[src/rtl/sha512_pkg.sv]
// ----------------------------------------------------------------------------
// SHA-512 shared definitions
// Round constants, initial hash values, state encodings and the queue entry.
// ----------------------------------------------------------------------------
package sha512_pkg;

  localparam int WordW = 64;

  typedef logic [WordW-1:0] word_t;

  // Queue entry handed from front to back: one padded block word.
  typedef struct packed {
    word_t word;
    logic  blk_end;   // word completes a 16-word block
    logic  msg_end;   // block is the last of the message
  } qent_t;

  typedef enum logic [1:0] {
    BK_LOAD  = 2'd0,
    BK_ROUND = 2'd1,
    BK_FOLD  = 2'd2,
    BK_EMIT  = 2'd3
  } bk_state_t;

  typedef enum logic [1:0] {
    FR_IDLE = 2'd0,
    FR_PAD  = 2'd1
  } fr_state_t;

  localparam word_t IV [8] = '{
    64'h6a09e667f3bcc908, 64'hbb67ae8584caa73b, 64'h3c6ef372fe94f82b,
    64'ha54ff53a5f1d36f1, 64'h510e527fade682d1, 64'h9b05688c2b3e6c1f,
    64'h1f83d9abfb41bd6b, 64'h5be0cd19137e2179
  };

  localparam word_t RK [80] = '{
    64'h428a2f98d728ae22, 64'h7137449123ef65cd, 64'hb5c0fbcfec4d3b2f, 64'he9b5dba58189dbbc,
    64'h3956c25bf348b538, 64'h59f111f1b605d019, 64'h923f82a4af194f9b, 64'hab1c5ed5da6d8118,
    64'hd807aa98a3030242, 64'h12835b0145706fbe, 64'h243185be4ee4b28c, 64'h550c7dc3d5ffb4e2,
    64'h72be5d74f27b896f, 64'h80deb1fe3b1696b1, 64'h9bdc06a725c71235, 64'hc19bf174cf692694,
    64'he49b69c19ef14ad2, 64'hefbe4786384f25e3, 64'h0fc19dc68b8cd5b5, 64'h240ca1cc77ac9c65,
    64'h2de92c6f592b0275, 64'h4a7484aa6ea6e483, 64'h5cb0a9dcbd41fbd4, 64'h76f988da831153b5,
    64'h983e5152ee66dfab, 64'ha831c66d2db43210, 64'hb00327c898fb213f, 64'hbf597fc7beef0ee4,
    64'hc6e00bf33da88fc2, 64'hd5a79147930aa725, 64'h06ca6351e003826f, 64'h142929670a0e6e70,
    64'h27b70a8546d22ffc, 64'h2e1b21385c26c926, 64'h4d2c6dfc5ac42aed, 64'h53380d139d95b3df,
    64'h650a73548baf63de, 64'h766a0abb3c77b2a8, 64'h81c2c92e47edaee6, 64'h92722c851482353b,
    64'ha2bfe8a14cf10364, 64'ha81a664bbc423001, 64'hc24b8b70d0f89791, 64'hc76c51a30654be30,
    64'hd192e819d6ef5218, 64'hd69906245565a910, 64'hf40e35855771202a, 64'h106aa07032bbd1b8,
    64'h19a4c116b8d2d0c8, 64'h1e376c085141ab53, 64'h2748774cdf8eeb99, 64'h34b0bcb5e19b48a8,
    64'h391c0cb3c5c95a63, 64'h4ed8aa4ae3418acb, 64'h5b9cca4f7763e373, 64'h682e6ff3d6b2b8a3,
    64'h748f82ee5defb2fc, 64'h78a5636f43172f60, 64'h84c87814a1f0ab72, 64'h8cc702081a6439ec,
    64'h90befffa23631e28, 64'ha4506cebde82bde9, 64'hbef9a3f7b2c67915, 64'hc67178f2e372532b,
    64'hca273eceea26619c, 64'hd186b8c721c0c207, 64'heada7dd6cde0eb1e, 64'hf57d4f7fee6ed178,
    64'h06f067aa72176fba, 64'h0a637dc5a2c898a6, 64'h113f9804bef90dae, 64'h1b710b35131c471b,
    64'h28db77f523047d84, 64'h32caab7b40c72493, 64'h3c9ebe0a15c9bebc, 64'h431d67c49c100d4c,
    64'h4cc5d4becb3e42b6, 64'h597f299cfc657e2a, 64'h5fcb6fab3ad6faec, 64'h6c44198c4a475817
  };

  function automatic word_t rotr(input word_t x, input int n);
    rotr = (x >> n) | (x << (WordW - n));
  endfunction

endpackage

[src/rtl/sha512_queue.sv]
// ----------------------------------------------------------------------------
// SHA-512 word queue
// Small FIFO of padded block words between front and back end.
// ----------------------------------------------------------------------------
module sha512_queue (
  input  logic               clk,
  input  logic               rst_n,
  input  logic               wr_en,
  input  sha512_pkg::qent_t  wr_data,
  output logic               full,
  input  logic               rd_en,
  output logic               empty,
  output sha512_pkg::qent_t  rd_data
);
  import sha512_pkg::*;

  qent_t       mem_r [4];
  logic [1:0]  wp_r, rp_r;
  logic [2:0]  cnt_r;

  assign full    = (cnt_r == 3'd4);
  assign empty   = (cnt_r == 3'd0);
  assign rd_data = mem_r[rp_r];

  always_ff @(posedge clk) begin
    if (wr_en) mem_r[wp_r] <= wr_data;
  end

  always_ff @(posedge clk) begin
    if (!rst_n) begin
      wp_r  <= '0;
      rp_r  <= '0;
      cnt_r <= '0;
    end else begin
      if (wr_en) wp_r <= wp_r + 2'd1;
      if (rd_en) rp_r <= rp_r + 2'd1;
      cnt_r <= cnt_r + {2'd0, wr_en} - {2'd0, rd_en};
    end
  end

endmodule

[config.mk]
export PLATFORM = sky130hd
export DESIGN_NAME = sha512_queue
export DESIGN_NICKNAME = d
export VERILOG_FILES = /design/src/rtl/sha512_pkg.sv /design/src/rtl/sha512_queue.sv
export SDC_FILE = /design/constraint.sdc
export NUM_CORES = 1
export LEC_CHECK = 0
export BUFFER_PORTS_ARGS = -buffer_cell sky130_fd_sc_hd__buf_2
export CORE_AREA = 2 2 186 188
export CTS_CLUSTER_SIZE = 16
export DETAILED_ROUTE_END_ITERATION = 7
export DIE_AREA = 0 0 188 190
export PLACE_DENSITY = 0.46
export SYNTH_ARGS = -nofsm -noshare
export SYNTH_HDL_FRONTEND = slang
export SYNTH_SLANG_ARGS = --single-unit
[constraint.sdc]
create_clock -name clk -period 2.9 [get_ports clk]
set_input_delay 0.29 -clock clk [delete_from_list [all_inputs] [get_ports clk]]
set_output_delay 0.29 -clock clk [all_outputs]
set_load 0.005 [all_outputs]
; ---- Yosys cells after proc, flatten, opt, wreduce, memory -nomap -nowiden
; Memory sizes are Yosys's and may differ from the RTL's. A register that Yosys moved wholly into a read port is not among the register bits.
; Cells that the tools add are included.
[totals]
regBits = 7
latchBits = 0
ram_bits = 264
mem_bits_ro = 0
output_inout_bits = 68
mem_count = 1
[mem_list]
columns = memory, words, word_bits, read_ports, rd_clocked_by_memory_dff, write_ports, line_no
row1 = mem_r, 4, 66, 1, 1, 1, sha512_queue.sv:17  ; qent_t mem_r [4];
[classes]
add_sub_neg = 4
multipliers = 0
div = 0
n_lt_le_gt_ge = 0
eq_ne = 1
shift = 0
n_mux = 4
bitwise = 0
reduce_logical = 1
[ops]
columns = operator, n
row1 = adder 2 x 1 -> 2 bit (second input constant), 2
row2 = 2-to-1 mux 2 bit, 2
row3 = adder 3 x 1 -> 3 bit, 1
row4 = == test 3 bit (second input constant), 1
row5 = zero test 3 bit, 1
row6 = subtractor 3 x 1 -> 3 bit, 1
row7 = 2-to-1 mux 1 bit, 2

; ---- Longest topological paths before layout
[depth]
word_depth = 3
mapped_depth = 7
depth_no_buf = 7

; ---- Worst setup path before layout
; Ideal clock, no wire load.
[synth_path]
path_type = register to register
startpoint = reg wp_r[0]
endpoint = mem mem_r[0][0] (netlist name), enable pin
setup_time_ns = 0.431
arrival_time_ns = 2.093
t_required_ns = 2.469
setup_slack_ns = 0.377
path_stages_with_launch = 4
n_path_buf = 0
synth_period_minus_slack_ns = 2.523
cell_sequence = dfxtp_1 inv_1 ha_1 and2_1
[synth_lines]
columns = item, line_no
row1 = "start, declared", sha512_queue.sv:18  ; logic [1:0] wp_r, rp_r;
row2 = "start signal, assigned", sha512_queue.sv:35  ; if (wr_en) wp_r <= wp_r + 2'd1;
row3 = "end, declared", sha512_queue.sv:17
; No word-level cell before the write port.

==> impl_metrics.json <==
{
  "synth-seq-cells": 273,
  "grt_setup_unrepaired": "false",
  "commonest_non_fill_non_tap_cell_in_the_layout": "edfxtp_1",
  "maxSlewHeadroom_pct": 61.8,
  "maximum_clock_skew_at_final_layout_ns": 0.00607,
  "drcViolationCount": 0,
  "postLayoutSetupSlackWorst_ns": 0.386,
  "worst-slew-pin-transition_ns": 0.572,
  "global_route.overflow_total": 0,
  "vdd.ir_drop.worst_v": 0.000429,
  "clock_sinks": 273,
  "port_buffers": 137,
  "initial_antenna_violation_count": 1,
  "detailedRoute.firstPassIterationCount": 4,
  "place_worst_setup_slack_ns": 0.869,
  "dp_hpwl_mm": 12.3,
  "placementRows": 68,
  "root_buffer": "clkbuf_16",
  "mappedNetlistNets": 464,
  "slew_viol_final": 0,
  "highest_count_cells_in_the_layout_ignoring_fill_and_taps": "edfxtp_1 (264), buf_2 (137), dlygate4sd3_1 (67), mux4_2 (66), clkbuf_16 (31)",
  "synth_area_um2": 9960,
  "powerDensity_nw_per_um2": 698,
  "postRouteWirelength_mm": 20.4,
  "endpoint_kind": "output pin",
  "cts_clk_pin_slew_worst_paths_ns": 0.06,
  "gpl.final_weighted_congestion": 0.640,
  "postSynthAreaPerCell_um2": 25.7,
  "detail_route.iter0.violations": 195,
  "io-pin-count": 138,
  "drive_gt1_share_pct": 41.5,
  "numCtsBuffers": 30,
  "count_of_final_hold_check_violations": 0,
  "via_count_of_the_first_global_routing_pass": 5350,
  "cp.arrival_ns": 2.22,
  "worst_r2r_path_depth": 4,
  "chipWidth_um": 188,
  "r2r-end": "mem_r[2][48]",
  "nets": 700,
  "largest_net_degree_at_the_start_of_global_routing": 45,
  "cts_resized": 0,
  "worst-r2r-setup-slack_ns": 1.11,
  "cts-htree-levels": 1,
  "worst-setup-path-type": "register to output pin",
  "post_synth_inst_count": 387,
  "wl_per_cell_um": 18.6,
  "synth-seq-area-share_pct": 81.4,
  "fin_tns_setup_ns": 0,
  "status": "finished, final reports clean",
  "syn2layout_area_growth_pct": 29.3,
  "timing.fmax_ghz": 0.398,
  "yosys.cell_types.count": 20,
  "static-leakage-power_nw": 4.36,
  "worstPathMaxFanout": 44,
  "critPathLaunchType": "register",
  "core_area_um2": 33900,
  "route.antenna.remaining_nets": 0,
  "worstSetupEndpoint": "rd_data[30]",
  "global_route_wire_length_before_repair_mm": 31.2,
  "hold_class": "input port to register",
  "regToRegStartpoint": "wp_r[0]",
  "timing.max_cap.violations": 0,
  "worst_ep_required_time_ns": 2.61,
  "detail_route.vias_per_cell": 4.31,
  "clock_latency_ns": 0.53,
  "die_height_um": 190,
  "setup_viol": 0,
  "finalHoldWorstSlack_ns": 0.108,
  "global_route_total_usage_across_every_layer_pct": 11.6,
  "final.min_clock_period_ns": 2.51,
  "detailroute.via_count": 4735,
  "start_util_pct": 29.3,
  "yosysWarningCount": 0,
  "dieArea_um2": 35700,
  "crit_share_post_route_pct": 86.7,
  "clock_tree.buffer_depth": 3,
  "antenna_cells": 0,
  "clock_tree_from_tritoncts": "built"
}
[layout make-up]
| cell class | instances | area [um2] |
|---|---|---|
| fillers | 3126 | 21100 |
| multi-input cells | 93 | 1730 |
| clock buffers | 33 | 783 |
| repair buffers | 218 | 1500 |
| flip-flops and latches | 273 | 8120 |
| well taps | 455 | 569 |
| inverters | 7 | 26.3 |
| clock inverters | 20 | 151 |
[critical path, cell delays in order (launching register included)]
cell	delay (ns)
dfxtp_4	0.53
buf_12	0.39
mux4_2	0.58
buf_2	0.15
[state kept, by name, indices dropped and copies added, names as in the netlist, named ones only]
name   cells
mem_r    264
rp_r       2
wp_r       2
cnt_r      3
[cell usage after synthesis]
cell type / instances / share of area, %
ha_1: 6 / 0.75
and3_1: 1 / 0.063
a21bo_2: 1 / 0.10
nor3_1: 1 / 0.050
mux4_2: 66 / 15
buf_4: 2 / 0.15
xor3_1: 1 / 0.24
buf_2: 5 / 0.25
buf_6: 5 / 0.57
a21oi_1: 1 / 0.050
edfxtp_1: 264 / 80
mux2i_1: 1 / 0.10
nand3b_1: 1 / 0.075
and2_1: 6 / 0.38
nor2_1: 5 / 0.19
dfxtp_1: 9 / 1.8
inv_1: 7 / 0.26
fa_1: 1 / 0.20
xnor2_1: 2 / 0.18
clkbuf_1: 2 / 0.075
[kinds of logic (layout without fill, tap and decap cells)]
group	after synthesis	in the layout	share of synthesized area, %
AO/OA/AOI/OAI	2	2	0.151
XOR/XNOR	3	3	0.415
buffers and inverters	21	278	1.31
adder cells (fa/ha/maj)	7	7	0.955
AND/OR/NAND/NOR	14	14	0.754
multiplexers	67	67	15.0
flip-flops	273	273	81.4
[timing repair]
action | 4_1_cts | 5_1_grt
buffers inserted | 0 | 0
hold buffers | 67 | 0
hold endpoints to repair | 266 | 0
[where the power goes]
group	switching, mW	total, mW	internal (mW)
Combinational	0.393	0.851	0.458
Clock	1.42	3.53	2.10
Sequential	0.0735	4.61	4.53
[through the flow]
| step | instance area, um2 | power, mW | utilization, % | cells |
|---|---|---|---|---|
| finish | 12900 | 8.98 | 37.9 | 1099 |
| floorplan | 9960 | 5.12 | - | 387 |
| global placement | 11300 | 5.48 | 33.2 | 979 |
| CTS | 12900 | 9.17 | 37.9 | 1099 |
| global route | 12900 | 9.39 | 37.9 | 1099 |
| detailed placement | 11300 | 5.51 | 33.2 | 979 |
[layer usage]
layer,wire [um],GRT usage [%],up-vias
met4,381,3.18,2
met5,12,0,-
li1,-,-,2131
met1,8500,13.9,2457
met2,10600,21.0,110
met3,937,2.47,35
[how the worst min path moves through the flow]
| stage | start | end | slack [ns] | cells after the start |
|---|---|---|---|---|
| after floorplan | wr_data[0] | mem_r[0][0] | 0.39 | 0 |
| after global placement | wr_data[3] | mem_r[2][3] | 0.50 | 1 |
| after detailed placement | wr_data[18] | mem_r[3][18] | 0.51 | 1 |
| after CTS | rd_en | register | 0.07 | 3 |
| after global routing | rd_en | register | 0.10 | 3 |
| final | rd_en | register | 0.11 | 3 |
Note: power is estimated with default switching activity, not from simulation.
