==> src/rtl/sha512_pkg.sv <==
// ----------------------------------------------------------------------------
// SHA-512 shared definitions
// Round constants, initial hash values, state encodings and the queue entry.
// ----------------------------------------------------------------------------
package sha512_pkg;

  localparam int WordW = 64;

  typedef logic [WordW-1:0] word_t;

  // Queue entry handed from front to back: one padded block word.
  typedef struct packed {
    word_t word;
    logic  blk_end;   // word completes a 16-word block
    logic  msg_end;   // block is the last of the message
  } qent_t;

  typedef enum logic [1:0] {
    BK_LOAD  = 2'd0,
    BK_ROUND = 2'd1,
    BK_FOLD  = 2'd2,
    BK_EMIT  = 2'd3
  } bk_state_t;

  typedef enum logic [1:0] {
    FR_IDLE = 2'd0,
    FR_PAD  = 2'd1
  } fr_state_t;

  localparam word_t IV [8] = '{
    64'h6a09e667f3bcc908, 64'hbb67ae8584caa73b, 64'h3c6ef372fe94f82b,
    64'ha54ff53a5f1d36f1, 64'h510e527fade682d1, 64'h9b05688c2b3e6c1f,
    64'h1f83d9abfb41bd6b, 64'h5be0cd19137e2179
  };

  localparam word_t RK [80] = '{
    64'h428a2f98d728ae22, 64'h7137449123ef65cd, 64'hb5c0fbcfec4d3b2f, 64'he9b5dba58189dbbc,
    64'h3956c25bf348b538, 64'h59f111f1b605d019, 64'h923f82a4af194f9b, 64'hab1c5ed5da6d8118,
    64'hd807aa98a3030242, 64'h12835b0145706fbe, 64'h243185be4ee4b28c, 64'h550c7dc3d5ffb4e2,
    64'h72be5d74f27b896f, 64'h80deb1fe3b1696b1, 64'h9bdc06a725c71235, 64'hc19bf174cf692694,
    64'he49b69c19ef14ad2, 64'hefbe4786384f25e3, 64'h0fc19dc68b8cd5b5, 64'h240ca1cc77ac9c65,
    64'h2de92c6f592b0275, 64'h4a7484aa6ea6e483, 64'h5cb0a9dcbd41fbd4, 64'h76f988da831153b5,
    64'h983e5152ee66dfab, 64'ha831c66d2db43210, 64'hb00327c898fb213f, 64'hbf597fc7beef0ee4,
    64'hc6e00bf33da88fc2, 64'hd5a79147930aa725, 64'h06ca6351e003826f, 64'h142929670a0e6e70,
    64'h27b70a8546d22ffc, 64'h2e1b21385c26c926, 64'h4d2c6dfc5ac42aed, 64'h53380d139d95b3df,
    64'h650a73548baf63de, 64'h766a0abb3c77b2a8, 64'h81c2c92e47edaee6, 64'h92722c851482353b,
    64'ha2bfe8a14cf10364, 64'ha81a664bbc423001, 64'hc24b8b70d0f89791, 64'hc76c51a30654be30,
    64'hd192e819d6ef5218, 64'hd69906245565a910, 64'hf40e35855771202a, 64'h106aa07032bbd1b8,
    64'h19a4c116b8d2d0c8, 64'h1e376c085141ab53, 64'h2748774cdf8eeb99, 64'h34b0bcb5e19b48a8,
    64'h391c0cb3c5c95a63, 64'h4ed8aa4ae3418acb, 64'h5b9cca4f7763e373, 64'h682e6ff3d6b2b8a3,
    64'h748f82ee5defb2fc, 64'h78a5636f43172f60, 64'h84c87814a1f0ab72, 64'h8cc702081a6439ec,
    64'h90befffa23631e28, 64'ha4506cebde82bde9, 64'hbef9a3f7b2c67915, 64'hc67178f2e372532b,
    64'hca273eceea26619c, 64'hd186b8c721c0c207, 64'heada7dd6cde0eb1e, 64'hf57d4f7fee6ed178,
    64'h06f067aa72176fba, 64'h0a637dc5a2c898a6, 64'h113f9804bef90dae, 64'h1b710b35131c471b,
    64'h28db77f523047d84, 64'h32caab7b40c72493, 64'h3c9ebe0a15c9bebc, 64'h431d67c49c100d4c,
    64'h4cc5d4becb3e42b6, 64'h597f299cfc657e2a, 64'h5fcb6fab3ad6faec, 64'h6c44198c4a475817
  };

  function automatic word_t rotr(input word_t x, input int n);
    rotr = (x >> n) | (x << (WordW - n));
  endfunction

endpackage

==> src/rtl/sha512_front.sv <==
// ----------------------------------------------------------------------------
// SHA-512 front end
// Accepts message words, counts bytes and produces padded block words.
// ----------------------------------------------------------------------------
module sha512_front (
  input  logic               clk,
  input  logic               rst_n,
  input  logic               in_valid,
  output logic               in_stall,
  input  logic [63:0]        in_msg_word,
  input  logic [3:0]         in_valid_bytes,
  input  logic               in_end_of_message,
  output logic               q_valid,
  input  logic               q_full,
  output sha512_pkg::qent_t  q_data
);
  import sha512_pkg::*;

  fr_state_t   st_r, st_nxt;
  logic [63:0] bytes_r, bytes_nxt;
  logic [3:0]  pos_r, pos_nxt;
  logic        extra_r, extra_nxt;   // full end word: 0x80 word still due
  logic        wrap_r, wrap_nxt;     // 0x80 word took slot 14: length goes in next block
  word_t       wd;
  logic        push;
  logic [3:0]  vb;
  logic [63:0] keep;
  logic [63:0] tot;

  always_comb begin
    vb   = (in_valid_bytes > 4'd8) ? 4'd8 : in_valid_bytes;
    keep = (vb == 4'd0) ? 64'd0 : ~(64'hffff_ffff_ffff_ffff >> {vb, 3'b000});
    tot  = bytes_r + {60'd0, vb};
  end

  always_comb begin
    st_nxt    = st_r;
    bytes_nxt = bytes_r;
    pos_nxt   = pos_r;
    extra_nxt = extra_r;
    wrap_nxt  = wrap_r;
    push      = 1'b0;
    wd        = '0;
    in_stall  = 1'b1;
    unique case (st_r)
      FR_IDLE: begin
        in_stall = q_full;
        if (in_valid && !q_full) begin
          push = 1'b1;
          if (!in_end_of_message) begin
            wd        = in_msg_word;
            bytes_nxt = bytes_r + 64'd8;
          end else begin
            bytes_nxt = tot;
            st_nxt    = FR_PAD;
            if (vb == 4'd8) begin
              wd        = in_msg_word;
              extra_nxt = 1'b1;
            end else begin
              wd = (in_msg_word & keep) | (64'h8000_0000_0000_0000 >> {vb, 3'b000});
              wrap_nxt = (pos_r == 4'd14);
            end
          end
          pos_nxt = pos_r + 4'd1;
        end
      end
      FR_PAD: begin
        if (!q_full) begin
          push    = 1'b1;
          pos_nxt = pos_r + 4'd1;
          if (extra_r) begin
            wd        = 64'h8000_0000_0000_0000;
            extra_nxt = 1'b0;
            wrap_nxt  = (pos_r == 4'd14);
          end else if (pos_r == 4'd15 && !wrap_r) begin
            wd      = {bytes_r[60:0], 3'b000};
            st_nxt  = FR_IDLE;
            bytes_nxt = '0;
          end else begin
            wd = '0;
            if (pos_r == 4'd15) wrap_nxt = 1'b0;
          end
        end
      end
      default: st_nxt = FR_IDLE;
    endcase
  end

  assign q_valid        = push;
  assign q_data.word    = wd;
  assign q_data.blk_end = (pos_r == 4'd15);
  assign q_data.msg_end = (st_r == FR_PAD) && !extra_r && !wrap_r && (pos_r == 4'd15);

  always_ff @(posedge clk) begin
    if (!rst_n) begin
      st_r    <= FR_IDLE;
      bytes_r <= '0;
      pos_r   <= '0;
      extra_r <= 1'b0;
      wrap_r  <= 1'b0;
    end else begin
      st_r    <= st_nxt;
      bytes_r <= bytes_nxt;
      pos_r   <= pos_nxt;
      extra_r <= extra_nxt;
      wrap_r  <= wrap_nxt;
    end
  end

endmodule

==> config.mk <==
export PLATFORM = sky130hd
export DESIGN_NAME = sha512_front
export DESIGN_NICKNAME = d
export VERILOG_FILES = /design/src/rtl/sha512_pkg.sv /design/src/rtl/sha512_front.sv
export SDC_FILE = /design/constraint.sdc
export NUM_CORES = 1
export LEC_CHECK = 0
export BUFFER_PORTS_ARGS = -buffer_cell sky130_fd_sc_hd__buf_4
export CAP_MARGIN = 20
export CELL_PAD_IN_SITES_DETAIL_PLACEMENT = 0
export CELL_PAD_IN_SITES_GLOBAL_PLACEMENT = 1
export CORE_MARGIN = 3
export CORE_UTILIZATION = 37
export DETAILED_ROUTE_END_ITERATION = 8
export GPL_ROUTABILITY_DRIVEN = 0
export GPL_TIMING_DRIVEN = 0
export PLACE_DENSITY = 0.8
export SLEW_MARGIN = 40
export SYNTH_ARGS = -nofsm -noshare
export SYNTH_HDL_FRONTEND = slang
export SYNTH_SLANG_ARGS = --single-unit
==> constraint.sdc <==
create_clock -name clk -period 3 [get_ports clk]
set_input_delay 0.3 -clock clk [delete_from_list [all_inputs] [get_ports clk]]
set_output_delay 0.3 -clock clk [all_outputs]
set_load 0.005 [all_outputs]
# After elaboration in Yosys (flattened, before gate mapping)
# Cells that the tools add are included.
[classes]
n_reduce_logical = 16
n_lt_le_gt_ge = 1
shifts = 2
n_mux = 41
eq_ne = 13
bitwise_logic = 3
add_sub_neg = 3
[ops]
columns = ["cell", "count"]
rows = [
  ["$mux 64", 12],
  ["$pmux 64 s2", 2],
  ["$shr 64x7->64 const A", 2],
  ["$add 64x4->64", 1],
  ["$add 64x4->64 const B", 1],
  ["$and 64x64->64", 1],
  ["$not 64->64", 1],
  ["$or 64x64->64", 1],
  ["$reduce_and 5->1", 3],
  ["$mux 1", 14],
  ["$ne 2x2->1 const B", 7],
  ["$eq 4x4->1 const B", 3],
  ["$mux 4", 3],
  ["$mux 2", 5],
  ["$pmux 4 s2", 1],
  ["$reduce_and 7->1", 1],
  ["$ne 3x3->1 const B", 2],
  ["$pmux 1 s2", 3],
  ["$logic_and 1x1->1", 5],
  ["$add 4x1->4 const B", 1],
  ["$gt 4x4->1 const B", 1],
  ["$logic_not 4->1", 1],
  ["$pmux 2 s2", 1],
  ["$logic_not 1->1", 3],
  ["4 further kinds", 4],
]
[totals]
elab_cells = 84
inputBits = 73
register_bits = 72

# Longest topological paths before layout
[logic_depth]
depth_word = 11
depth_mapped = 11
mapped_depth_nobuf = 9

# Least setup slack after synthesis
# No wires, ideal clock.
[synth_path]
kind = "input -> register"
from = "in in_valid_bytes[3]"
to = "reg bytes_r[47]"
cell_stages = 9
t_arrival_ns = 2.549
required_ns = 2.929
n_path_buf = 1
setup_time_ns = 0.071
slack_ns = 0.380
path_cell_list = "nand2b_1 -> inv_1 -> ha_1 -> nand3_1 -> o221a_2 -> or4_1 -> clkbuf_1 -> or4_1 -> a21oi_1"
[synth_between]
elab_chain_len = 6
[synth_rtl]
columns = ["element", "line", "text"]
rows = [
  ["start: declaration", "sha512_front.sv:11", "input logic [3:0] in_valid_bytes,"],
  ["$gt 4x4->1", "sha512_front.sv:31", "vb = (in_valid_bytes > 4'd8) ? 4'd8 : in_valid_bytes;"],
  ["$mux 4 (*)", "sha512_front.sv:31", ""],
  ["$add 64x4->64 (*)", "sha512_front.sv:33", "tot = bytes_r + {60'd0, vb};"],
  ["$mux 64 (*)", "sha512_front.sv:50", "if (!in_end_of_message) begin"],
  ["$mux 64 (*)", "sha512_front.sv:48", "if (in_valid && !q_full) begin"],
  ["$pmux 64 s2 (*)", "sha512_front.sv:45", "unique case (st_r)"],
  ["end signal: assignment", "sha512_front.sv:103", "bytes_r <= bytes_nxt;"],
  ["end: declaration", "sha512_front.sv:20", "logic [63:0] bytes_r, bytes_nxt;"],
]
# Every way passes the cells marked *; elsewhere a longest branch is shown, timed or not. The select of a mux whose other input is x is not followed.
# A chain may end at the register's enable or synchronous reset.

==> reports/metrics.cfg <==
[worst_setup_path]
r2r_start = bytes_r[3]
cpPeakStageDelay_ps = 470
required_ps = 2700
crit_arrival_ps = 2590
regToRegEndpoint = bytes_r[53]
worstRegToRegCells = 7
crit_path_end_kind = output port
r2r_setup_slack_ps = 160
path_class = reg -> out
cpMaxStageDelayCell = or3b_2
crit_chain = clkbuf_2 -> or3b_2 -> clkbuf_1 -> nor2_2 -> a22oi_1 -> o21ai_0 -> buf_4
worstSetupStartpointType = register
cp_max_fo = 10
startpoint = st_r[0]

[drt]
drt_iter0_markers = 392
drcViolationCount = 0
viasPerCell = 5.946
detail_route.first_pass.iterations = 6
vias = 5530
antenna_left = 0
post_drt_wl_per_cell_um = 18.73
totalWireLength_mm = 17.42

[sta]
slew_violations = 0
skew_ps = 3.886
worst_slack_ps = 113.1
period_minus_slack_ps = 2887
grt_setup_unrepaired = no
hold_viol = 0
post-route-period-util_pct = 96.23
slew_headroom_pct = 48.48
timing.fmax_mhz = 346.4
worstMarginPinSlew_ps = 770.0
finalSetupViolations = 0

[hold_path]
hold_path_depth = 2
min_from = rst_n
min_to = extra_r
hp-class = in -> reg

[clocking]
numCtsBuffers = 9
numClockSinks = 68
clk_pin_slew_ps = 50
clk_latency_ps = 330
h-tree-depth = 3
root_buffer = clkbuf_16
clock_path_buffers = 2
holdBufCountCts = 0
cts_tree = yes

[power]
p_per_area_nw_per_um2 = 345.8
power_mw = 2.152
p_leak_nw = 2.358
vdd_drop_max_v = 0.0002036

[global_route]
antenna_found_initial = 0
grt_usage_pct = 24.12
grt_overflow = 0
grt_max_degree = 19
grt_pass1_wl_mm = 27.44
grt_pass1_vias = 5128

[place]
place_area_um2 = 5944
dp.cells = 918
dp_hpwl_mm = 13.55
post-place-ws_ps = -649.1
io_buffers = 138

[yosys]
synth-xor-area-share_pct = 1.871
synth-compound-area-share_pct = 25.49
ys_types = 53
yosys.area_share.simple_pct = 34.71
synthAdderAreaFrac_pct = 2.298
synthCells = 612
async_flop_share_pct = 0
syn_nets = 693
synth_mux_area_share_pct = 2.565
yosysSeqAreaShare_pct = 29.08
synth_edf_count = 0
syn_avg_cell_area_um2 = 7.650
ys_warn_count = 0
synth_top_family_by_area = simple AND/OR/NAND/NOR gates
synth_area_um2 = 4682
ys.flop_type = dfxtp_1
synth-seq-cells = 68

[layout]
layout.cells.non_filler = 930
antenna_cells = 0
final_layout_size_suffix_gt1_share_pct = 24.02
design_area_um2 = 6222
fin_util_pct = 50.95
fillers = 1226
nets = 841
area_delta_synth_final_pct = 32.90

[floorplanning]
die-area_um2 = 14040
die_h_um = 118.5
core.rowCount = 40
die_w_um = 118.5
coreArea_um2 = 12210
initial_core_util_pct = 38.34
io_pins = 141

[run]
maxCapViolations = 0

[outcome]
status = complete, no violations

## cell usage after synthesis (10+ instances only)
| cell type | n | area share, % |
|---|---|---|
| mux2i_1 | 12 | 2.6 |
| nand4_1 | 31 | 4.1 |
| a21oi_1 | 46 | 4.9 |
| or4_1 | 33 | 5.3 |
| nor4_1 | 10 | 1.3 |
| o31ai_1 | 25 | 4.0 |
| clkbuf_1 | 22 | 1.8 |
| o21ai_0 | 24 | 2.6 |
| inv_1 | 15 | 1.2 |
| nor3_1 | 15 | 1.6 |
| or3_1 | 10 | 1.3 |
| nor2_1 | 47 | 3.8 |
| nand3_1 | 20 | 2.1 |
| nand2b_1 | 21 | 2.8 |
| dfxtp_1 | 68 | 29 |
| a22o_1 | 49 | 9.2 |
| nand2_1 | 64 | 5.1 |
| and4_1 | 11 | 2.1 |
## area by class of cell
type / instances / area, um^2 / area share, %
plain buffers: 31 / 145.1 / 2.333
clock buffers: 13 / 240.2 / 3.861
inverters: 15 / 56.30 / 0.9049
multi-input cells: 497 / 3173 / 51.00
flip-flops and latches: 68 / 1361 / 21.88
well taps: 168 / 210.2 / 3.378
repair buffers: 138 / 1036 / 16.65
## worst max-delay path by stage
| stage | end | slack [ps] |
|---|---|---|
| after floorplan | bytes_r[47] | 380 |
| after global placement | bytes_r[48] | -590 |
| after detailed placement | bytes_r[48] | -650 |
| after CTS | q_data[25] | 30 |
| after global routing | q_data[25] | 20 |
| final | q_data[25] | 110 |
## registers in the layout, indices dropped and copies added (netlist names)
name	cells
bytes_r	61
extra_r	1
pos_r	4
st_r	1
wrap_r	1
## cells in the final DEF (no fill, tap or decap), drive strengths merged, types with 7 or more instances in the layout
master	count
dfxtp	68
nor4	10
buf	148
inv	15
or3	10
nor3	15
a21oi	46
and3	9
ha	7
nand3	20
o31ai	25
nor2	47
nand2	64
nand4	32
or4	35
clkbuf	34
mux2i	12
and4	11
nand2b	21
o21ai	27
a22o	50
## report_power, final
group,switching [mW],internal (mW),leakage (nW)
sequential,0.00907,0.911,0.548
clock,0.380,0.547,0.116
combinational,0.145,0.160,1.69
total,0.534,1.62,2.36
## stage by stage
stage | TNS (ps) | hold WS (ps)
finish | 0 | 238.1
global route | 0 | 257.0
CTS | 0 | 228.3
detailed placement | -20080 | 491.6
floorplan | 0 | 433.4
global placement | -17350 | 465.8
## worst max-delay path, delay by kind of cell, from the launching register on
kind                   cells  cell delay (ps)
flip-flops                 1              330
AND/OR/NAND/NOR            2              940
AO/OA/AOI/OAI              2              410
buffers and inverters      3              570
## routing by layer
metal  share of wire, %  track usage [%]  vias to the layer above
li1                   -                -                     2670
met1                 44            32.15                     2623
met4                2.1            7.386                        0
met2                 47            40.01                      211
met3                6.4            3.971                       26
met5                  0                0                        -
## logic make-up after synthesis
group           after synthesis
mux                          12
compound gates              173
fa+ha+maj                     8
xor+xnor                     10
simple gates                294
buf+inv                      47
flops                        68
## repair_timing
action / in CTS / in global routing
resized for setup: 13 / 9
setup buffers: 0 / 0
setup endpoints to repair: 70 / 65
Power figures use the tool's default switching activity.
